## config.mk

```make
export PLATFORM = sky130hd
export DESIGN_NAME = yuv420_mirror_address_gen
export DESIGN_NICKNAME = d
export VERILOG_FILES = /design/src/sv/ymag_pkg.sv /design/src/sv/ymag_scan.sv /design/src/sv/yuv420_mirror_address_gen.sv
export VERILOG_INCLUDE_DIRS = /design/src /design/src/sv
export SDC_FILE = /design/constraint.sdc
export NUM_CORES = 1
export LEC_CHECK = 0
export BUFFER_PORTS_ARGS = -buffer_cell sky130_fd_sc_hd__buf_2
export CORE_ASPECT_RATIO = 0.75
export CORE_MARGIN = 2
export CORE_UTILIZATION = 65
export CTS_BUF_LIST = sky130_fd_sc_hd__clkbuf_16
export CTS_CLUSTER_SIZE = 14
export DETAILED_ROUTE_END_ITERATION = 6
export PLACE_DENSITY = 0.84
export SYNTH_ARGS = -nofsm -noshare
export SYNTH_HDL_FRONTEND = slang
export SYNTH_SLANG_ARGS = --single-unit
```

## constraint.sdc

```tcl
create_clock -name clk -period 8.3 [get_ports clk]
set_input_delay 0.415 -clock clk [delete_from_list [all_inputs] [get_ports clk]]
set_output_delay 0.415 -clock clk [all_outputs]
set_load 0.005 [all_outputs]
```

## src/sv/assert_macros.svh

```systemverilog
// ----------------------------------------------------------------------------
// assert_macros.svh
// concurrent assertion macros, empty when SYNTHESIS is defined
// ----------------------------------------------------------------------------
`ifndef ASSERT_MACROS_SVH
`define ASSERT_MACROS_SVH

`ifndef SYNTHESIS

// property must hold at every clock edge outside reset
`define YM_ASSERT(lbl, clk, rst_n, prop) \
	lbl: assert property (@(posedge clk) disable iff (!rst_n) (prop)) \
		else $error("%m: check failed");

// expression must never be true outside reset
`define YM_NEVER(lbl, clk, rst_n, expr) \
	lbl: assert property (@(posedge clk) disable iff (!rst_n) !(expr)) \
		else $error("%m: forbidden condition");

`else

`define YM_ASSERT(lbl, clk, rst_n, prop)
`define YM_NEVER(lbl, clk, rst_n, expr)

`endif

`endif

```

## src/sv/ymag_pkg.sv

```systemverilog
// ----------------------------------------------------------------------------
// ymag_pkg
// shared types, codes and helpers of the yuv 4:2:0 mirror address generator
// ----------------------------------------------------------------------------
package ymag_pkg;

	localparam logic [12:0] MAX_WIDTH  = 13'd4096;
	localparam logic [12:0] MAX_HEIGHT = 13'd4096;

	// plane codes
	localparam logic [1:0] PLANE_Y = 2'd0;
	localparam logic [1:0] PLANE_U = 2'd1;
	localparam logic [1:0] PLANE_V = 2'd2;

	// configuration register indexes
	localparam logic [1:0] REG_FRAME_WIDTH    = 2'd0;
	localparam logic [1:0] REG_FRAME_HEIGHT   = 2'd1;
	localparam logic [1:0] REG_CHROMA_LAYOUT  = 2'd2;
	localparam logic [1:0] REG_FLIP_DIRECTION = 2'd3;

	// per-word address terms handed from the scan counters to the datapath
	typedef struct packed {
		logic [1:0]  plane;
		logic        half_stride;
		logic [11:0] row_t;
		logic [11:0] col_t;
		logic        last;
	} ymag_term_t;

	// clamp to 2..max and round down to even
	function automatic logic [12:0] eff_size(input logic [12:0] v, input logic [12:0] maxv);
		logic [12:0] t;
		t = v;
		if (t < 13'd2) t = 13'd2;
		if (t > maxv) t = maxv;
		return {t[12:1], 1'b0};
	endfunction

endpackage

```

## src/sv/ymag_scan.sv

```systemverilog
// ----------------------------------------------------------------------------
// ymag_scan
// plane, row, column and pair byte counters; derives the address terms
// ----------------------------------------------------------------------------
`include "assert_macros.svh"

module ymag_scan import ymag_pkg::*; (
	input  logic        clk,
	input  logic        arst_n,
	input  logic        restart,
	input  logic        step,
	input  logic [12:0] eff_w,
	input  logic [12:0] eff_h,
	input  logic        layout,
	input  logic        vert,
	output ymag_term_t  term
);

	logic [1:0]  plane_q;
	logic [11:0] row_q;
	logic [11:0] col_q;
	logic        sel_q;

	logic [11:0] cw;
	logic [11:0] ch;
	logic        is_luma;
	logic        pair_mode;
	logic [12:0] row_lim;
	logic [12:0] col_lim;
	logic [12:0] row_nx;
	logic [12:0] col_nx;
	logic        row_wrap;
	logic        col_wrap;
	logic        col_adv;
	logic [1:0]  plane_nx;
	logic [12:0] row_inv;
	logic [12:0] col_inv;
	logic [12:0] pair_inv;
	logic        at_frame_start;

	assign cw        = eff_w[12:1];
	assign ch        = eff_h[12:1];
	assign is_luma   = (plane_q == PLANE_Y);
	assign pair_mode = !is_luma && layout;
	assign row_lim   = is_luma ? eff_h : {1'b0, ch};
	assign col_lim   = is_luma ? eff_w : {1'b0, cw};
	assign row_nx    = {1'b0, row_q} + 13'd1;
	assign col_nx    = {1'b0, col_q} + 13'd1;
	assign row_wrap  = (row_nx == row_lim);
	assign col_wrap  = (col_nx == col_lim);
	assign col_adv   = !pair_mode || sel_q;

	always_comb begin
		case (plane_q)
			PLANE_Y: plane_nx = PLANE_U;
			PLANE_U: plane_nx = layout ? PLANE_Y : PLANE_V;
			default: plane_nx = PLANE_Y;
		endcase
	end

	always_ff @(posedge clk or negedge arst_n) begin
		if (!arst_n) begin
			plane_q <= PLANE_Y;
			row_q   <= '0;
			col_q   <= '0;
			sel_q   <= 1'b0;
		end else if (restart) begin
			plane_q <= PLANE_Y;
			row_q   <= '0;
			col_q   <= '0;
			sel_q   <= 1'b0;
		end else if (step) begin
			if (!col_adv) begin
				sel_q <= 1'b1;
			end else begin
				sel_q <= 1'b0;
				if (col_wrap) begin
					col_q <= '0;
					if (row_wrap) begin
						row_q   <= '0;
						plane_q <= plane_nx;
					end else begin
						row_q <= row_nx[11:0];
					end
				end else begin
					col_q <= col_nx[11:0];
				end
			end
		end
	end

	// mirrored row and column terms
	assign row_inv  = row_lim - 13'd1 - {1'b0, row_q};
	assign col_inv  = col_lim - 13'd1 - {1'b0, col_q};
	assign pair_inv = eff_w - 13'd2 - {col_q, 1'b0};

	always_comb begin
		term.plane       = plane_q;
		term.half_stride = !is_luma && !layout;
		term.row_t       = vert ? row_inv[11:0] : row_q;
		if (pair_mode) begin
			term.col_t = vert ? {col_q[10:0], sel_q} : {pair_inv[11:1], sel_q};
		end else begin
			term.col_t = vert ? col_q : col_inv[11:0];
		end
		term.last = col_adv && col_wrap && row_wrap &&
			((plane_q == PLANE_V) || ((plane_q == PLANE_U) && layout));
	end

	assign at_frame_start = (plane_q == PLANE_Y) && (row_q == '0) && (col_q == '0) && !sel_q;

	`YM_NEVER(a_sel_in_luma, clk, arst_n, sel_q && (plane_q == PLANE_Y))
	`YM_NEVER(a_col_range, clk, arst_n, {1'b0, col_q} >= col_lim)
	`YM_NEVER(a_row_range, clk, arst_n, {1'b0, row_q} >= row_lim)
	`YM_ASSERT(a_last_wraps, clk, arst_n, (step && term.last) |=> at_frame_start)

endmodule

```

## src/sv/yuv420_mirror_address_gen.sv

```systemverilog
// ----------------------------------------------------------------------------
// yuv420_mirror_address_gen
// destination address of every byte of a mirrored or flipped yuv 4:2:0 frame
// ----------------------------------------------------------------------------
// pipeline: input register, then the 12x13 multiply and adder, then the result register
// throughput: one word per cycle unless the output stalls; the scan counters step per word
// a word is taken while a finished result waits, as long as the input register is free
// reset: asynchronous, active low; registers return to 640x480, planar, horizontal mirror
// any configuration write restarts the frame at the first luma byte
module yuv420_mirror_address_gen import ymag_pkg::*; (
	input  logic        clk,
	input  logic        arst_n,
	input  logic        cfg_we,
	input  logic [1:0]  cfg_addr,
	input  logic [12:0] cfg_wdata,
	input  logic        s_tvalid,
	output logic        s_tready,
	input  logic [7:0]  s_tdata,   // [7:0] src_byte
	output logic        m_tvalid,
	input  logic        m_tready,
	output logic [39:0] m_tdata,   // [24:0] dest_addr, [32:25] dst_byte, [39:33] zero
	output logic        m_tlast    // frame_last
);

	logic [12:0] width_q;
	logic [12:0] height_q;
	logic        layout_q;
	logic        vert_q;

	logic [12:0] eff_w;
	logic [12:0] eff_h;
	logic [25:0] area;
	logic [24:0] len_q;
	logic [24:0] vbase_q;

	ymag_term_t  term;
	ymag_term_t  term_s1;
	logic [7:0]  byte_s1;
	logic        valid_s1;

	logic        adv_out;
	logic        adv_s1;
	logic        accept;

	logic [12:0] stride;
	logic [24:0] prod;
	logic [24:0] base;
	logic [24:0] addr;

	logic        out_valid_q;
	logic [24:0] addr_q;
	logic [7:0]  byte_q;
	logic        last_q;

	// configuration
	always_ff @(posedge clk or negedge arst_n) begin
		if (!arst_n) begin
			width_q  <= 13'd640;
			height_q <= 13'd480;
			layout_q <= 1'b0;
			vert_q   <= 1'b0;
		end else if (cfg_we) begin
			case (cfg_addr)
				REG_FRAME_WIDTH:    width_q  <= cfg_wdata;
				REG_FRAME_HEIGHT:   height_q <= cfg_wdata;
				REG_CHROMA_LAYOUT:  layout_q <= cfg_wdata[0];
				REG_FLIP_DIRECTION: vert_q   <= cfg_wdata[0];
				default: ;
			endcase
		end
	end

	assign eff_w = eff_size(width_q, MAX_WIDTH);
	assign eff_h = eff_size(height_q, MAX_HEIGHT);
	assign area  = eff_w * eff_h;

	// plane base offsets
	always_ff @(posedge clk) begin
		len_q   <= area[24:0];
		vbase_q <= len_q + {2'b00, len_q[24:2]};
	end

	// handshake
	assign adv_out  = !out_valid_q || m_tready;
	assign adv_s1   = !valid_s1 || adv_out;
	assign s_tready = adv_s1;
	assign accept   = s_tvalid && s_tready;

	ymag_scan u_scan (
		.clk     (clk),
		.arst_n  (arst_n),
		.restart (cfg_we),
		.step    (accept),
		.eff_w   (eff_w),
		.eff_h   (eff_h),
		.layout  (layout_q),
		.vert    (vert_q),
		.term    (term)
	);

	// input register
	always_ff @(posedge clk or negedge arst_n) begin
		if (!arst_n) begin
			valid_s1 <= 1'b0;
		end else if (adv_s1) begin
			valid_s1 <= s_tvalid;
		end
	end

	always_ff @(posedge clk) begin
		if (adv_s1) begin
			term_s1 <= term;
			byte_s1 <= s_tdata;
		end
	end

	// address datapath
	assign stride = term_s1.half_stride ? {1'b0, eff_w[12:1]} : eff_w;
	assign prod   = term_s1.row_t * stride;

	always_comb begin
		case (term_s1.plane)
			PLANE_U: base = len_q;
			PLANE_V: base = vbase_q;
			default: base = '0;
		endcase
	end

	assign addr = base + prod + {13'd0, term_s1.col_t};

	// result register
	always_ff @(posedge clk or negedge arst_n) begin
		if (!arst_n) begin
			out_valid_q <= 1'b0;
		end else if (adv_out) begin
			out_valid_q <= valid_s1;
		end
	end

	always_ff @(posedge clk) begin
		if (adv_out) begin
			addr_q <= addr;
			byte_q <= byte_s1;
			last_q <= term_s1.last;
		end
	end

	assign m_tvalid = out_valid_q;
	assign m_tdata  = {7'd0, byte_q, addr_q};
	assign m_tlast  = last_q;

endmodule

```

==> results.json <==
{
  "cp-start-kind": "flop",
  "relSlewSlack_pct": 27.42,
  "core_area_um2": 32450,
  "worst_slack_ns": 0.5880,
  "fmax_mhz": 129.7,
  "dp_cells": 2785,
  "hold_violations": 0,
  "routed_wirelength_mm": 59.26,
  "grt_pass1_vias": 17150,
  "dpl-instance-area_um2": 22240,
  "maxCapViolCount": 0,
  "antenna_cells": 0,
  "cts_tree": "yes",
  "drive_above_1_share_pct": 9.937,
  "synth_area_leaders": "fa_1 (23%), ha_1 (12%), edfxtp_1 (9.8%)",
  "grt_overflow_total": 0,
  "cts_buffer_depth": 2,
  "drc": 8,
  "cts_buffers": 17,
  "cts_root_buf": "clkbuf_16",
  "total_power_mw": 8.465,
  "rsz0062_at_grt": "no",
  "dp_hpwl_mm": 46.94,
  "final-setup-viol-count": 0,
  "status": "finished with violations",
  "drv_slew": 0,
  "final_util_pct": 70.52,
  "clk-insertion-delay-late_ns": 0.47,
  "instances_no_fill": 2817,
  "gp_congestion": 0.9723,
  "antenna_found_initial": 0,
  "cts_resized": 0,
  "grt_pass1_wl_mm": 93.98,
  "clk_transition_reported_paths_ns": 0.08,
  "num_vias": 17150,
  "critical_path_class": "flop to flop",
  "synth-main-ff-cell": "edfxtp_1",
  "powerDensity_nw_per_um2": 369.9,
  "htreeDepth": 4,
  "rrSetupSlack_ns": 0.59,
  "gr-usage-all-layers_pct": 35.77,
  "avgSynthCellArea_um2": 9.196,
  "crit-reg2reg-launch": "width_q[10]",
  "ios": 71,
  "synth_seq_cells": 175,
  "period_needed_ns": 7.712,
  "grt_start_max_net_pins": 58,
  "tightest_slew_ns": 1.079,
  "yosysWarnings": 0,
  "dr.pass1.iters": 7,
  "async_reset_ff_share_pct": 32.57,
  "post-route-period-util_pct": 92.92,
  "irDropWorstVdd_v": 0.0004719,
  "port_buffers": 63,
  "nets": 2839,
  "critPathLaunch": "width_q[10]",
  "seq_area_frac_synth_pct": 20.98,
  "mappedNetlistArea_um2": 21440,
  "die_x_um": 213.7,
  "area_growth_pct": 6.753,
  "yosysTopAreaCell": "fa_1",
  "leakagePower_nw": 10.95,
  "hold_ws_ns": 0.09132,
  "yosysUniqueCellTypes": 87,
  "pre_cts_ws_ns": 0.6595,
  "cts-hold-fix-buffers": 0,
  "synth_edf_count": 70,
  "initial_utilization_pct": 66.06,
  "post_cts_buffers": 0,
  "antenna_left": 0,
  "drt_iter0_drc": 1798,
  "hold_class": "input pin to asynchronous set/reset pin",
  "std_cell_rows": 57,
  "synth_top_area_share_pct": 22.88,
  "timing.setup.tns_ns": 0,
  "synthCells": 2331,
  "die_y_um": 161.3,
  "viasPerCell": 6.089,
  "path_max_fanout": 12,
  "worst_setup_path_end_kind": "flop",
  "cts_sinks": 175,
  "violations": "DRC",
  "worst_ep_arrival_time_ns": 7.93,
  "fin_skew_ns": 0.01194,
  "dieArea_um2": 34460,
  "design_area_um2": 22880,
  "crit_required_ns": 8.52,
  "wl_per_cell_um": 21.04
}
==> placed cells by master (no fill, tap or decap), types with 15 or more instances in the layout <==
| cell type | count |
|---|---|
| nor3_1 | 39 |
| or3_1 | 22 |
| ha_1 | 204 |
| a21oi_1 | 73 |
| o21ai_0 | 65 |
| nand2_1 | 266 |
| or2_2 | 23 |
| a22oi_1 | 23 |
| mux2i_1 | 19 |
| fa_1 | 245 |
| nand3_1 | 29 |
| edfxtp_1 | 70 |
| nor2b_1 | 37 |
| nor2_1 | 121 |
| dfrtp_1 | 51 |
| inv_1 | 366 |
| buf_4 | 46 |
| clkbuf_16 | 18 |
| o21a_1 | 25 |
| a21o_1 | 23 |
| and2_1 | 103 |
| nand4_1 | 15 |
| xor2_1 | 22 |
| buf_2 | 63 |
| mux2_2 | 28 |
| dfxtp_1 | 48 |
| xnor2_1 | 83 |
==> final timing paths <==
kind / to / cells after the start
setup reg to reg: addr_q[23] / 26
setup / recovery: addr_q[23] / 26
min in group clk: byte_s1[2] / 1
hold reg to reg: byte_q[7] / 0
max in group asynchronous: width_q[4] / 2
hold / removal: u_scan.col_q[10] / 2
==> metal layers <==
metal	share of wire, %	vias to the layer above	GRT usage, %
li1	-	7713	-
met2	44	802	52.63
met3	11	114	10.42
met5	0	-	0
met4	2.3	0	8.744
met1	43	8524	52.22
==> logic make-up (layout without fill, tap and decap cells) <==
kind of cell,after synthesis,in the layout,synth area share (%)
simple gates,742,742,17.39
buf+inv,473,511,8.498
fa+ha+maj,449,449,34.79
compound gates,324,324,10.16
flops,175,175,20.98
xor+xnor,109,109,4.710
mux,58,58,3.461
other cells,1,7,0.01749
==> critical path, stage by stage, from the launching register on <==
cell and delay (ns):
dfrtp_1 0.41, or4_1 0.58, nor3_1 0.35, nor2_1 0.13, nor2_1 0.20, clkinv_1 0.11, o21ai_0 0.16, buf_4 0.22
nand2_1 0.09, fa_1 0.40, fa_1 0.48, fa_1 0.54, inv_1 0.05, fa_1 0.44, fa_1 0.49, inv_1 0.05
fa_1 0.47, inv_1 0.04, ha_1 0.24, or4_1 0.51, o21ai_0 0.10, a31oi_1 0.11, a211oi_1 0.51, a21oi_1 0.23
a211oi_1 0.28, o21bai_1 0.10, xor2_1 0.14
==> synth_stat cells, types with 39 or more instances <==
library cell,number
a21oi_1,73
and2_1,103
clkbuf_1,81
dfrtp_1,51
dfxtp_1,48
edfxtp_1,70
fa_1,245
ha_1,204
inv_1,366
nand2_1,266
nor2_1,121
nor3_1,39
o21ai_0,65
xnor2_1,83
==> power breakdown <==
group	internal [mW]	leakage, nW	total (mW)	switching [mW]
combinational	2.53	8.78	5.97	3.44
sequential	1.34	1.85	1.58	0.244
clock	0.505	0.317	0.918	0.414
==> sequential cells by signal, indices dropped and copies added, names as in the netlist <==
name / cells
m_tvalid: 1
vbase_q: 25
layout_q: 1
len_q: 23
term_s1: 28
height_q: 13
vert_q: 1
byte_s1: 8
valid_s1: 1
m_tlast: 1
addr_q: 25
u_scan.col_q: 12
u_scan.plane_q: 2
byte_q: 8
width_q: 13
u_scan.row_q: 12
u_scan.sel_q: 1
==> layout make-up <==
cell class,instances,area (um2)
clock buffer,18,450.4
multi-input combinational,1689,15140
tap,442,553.0
sequential,175,4497
timing repair buffer,109,660.6
clock inverter,14,191.4
fill,2469,9565
inverter,370,1389
Power figures use the tool's default switching activity.
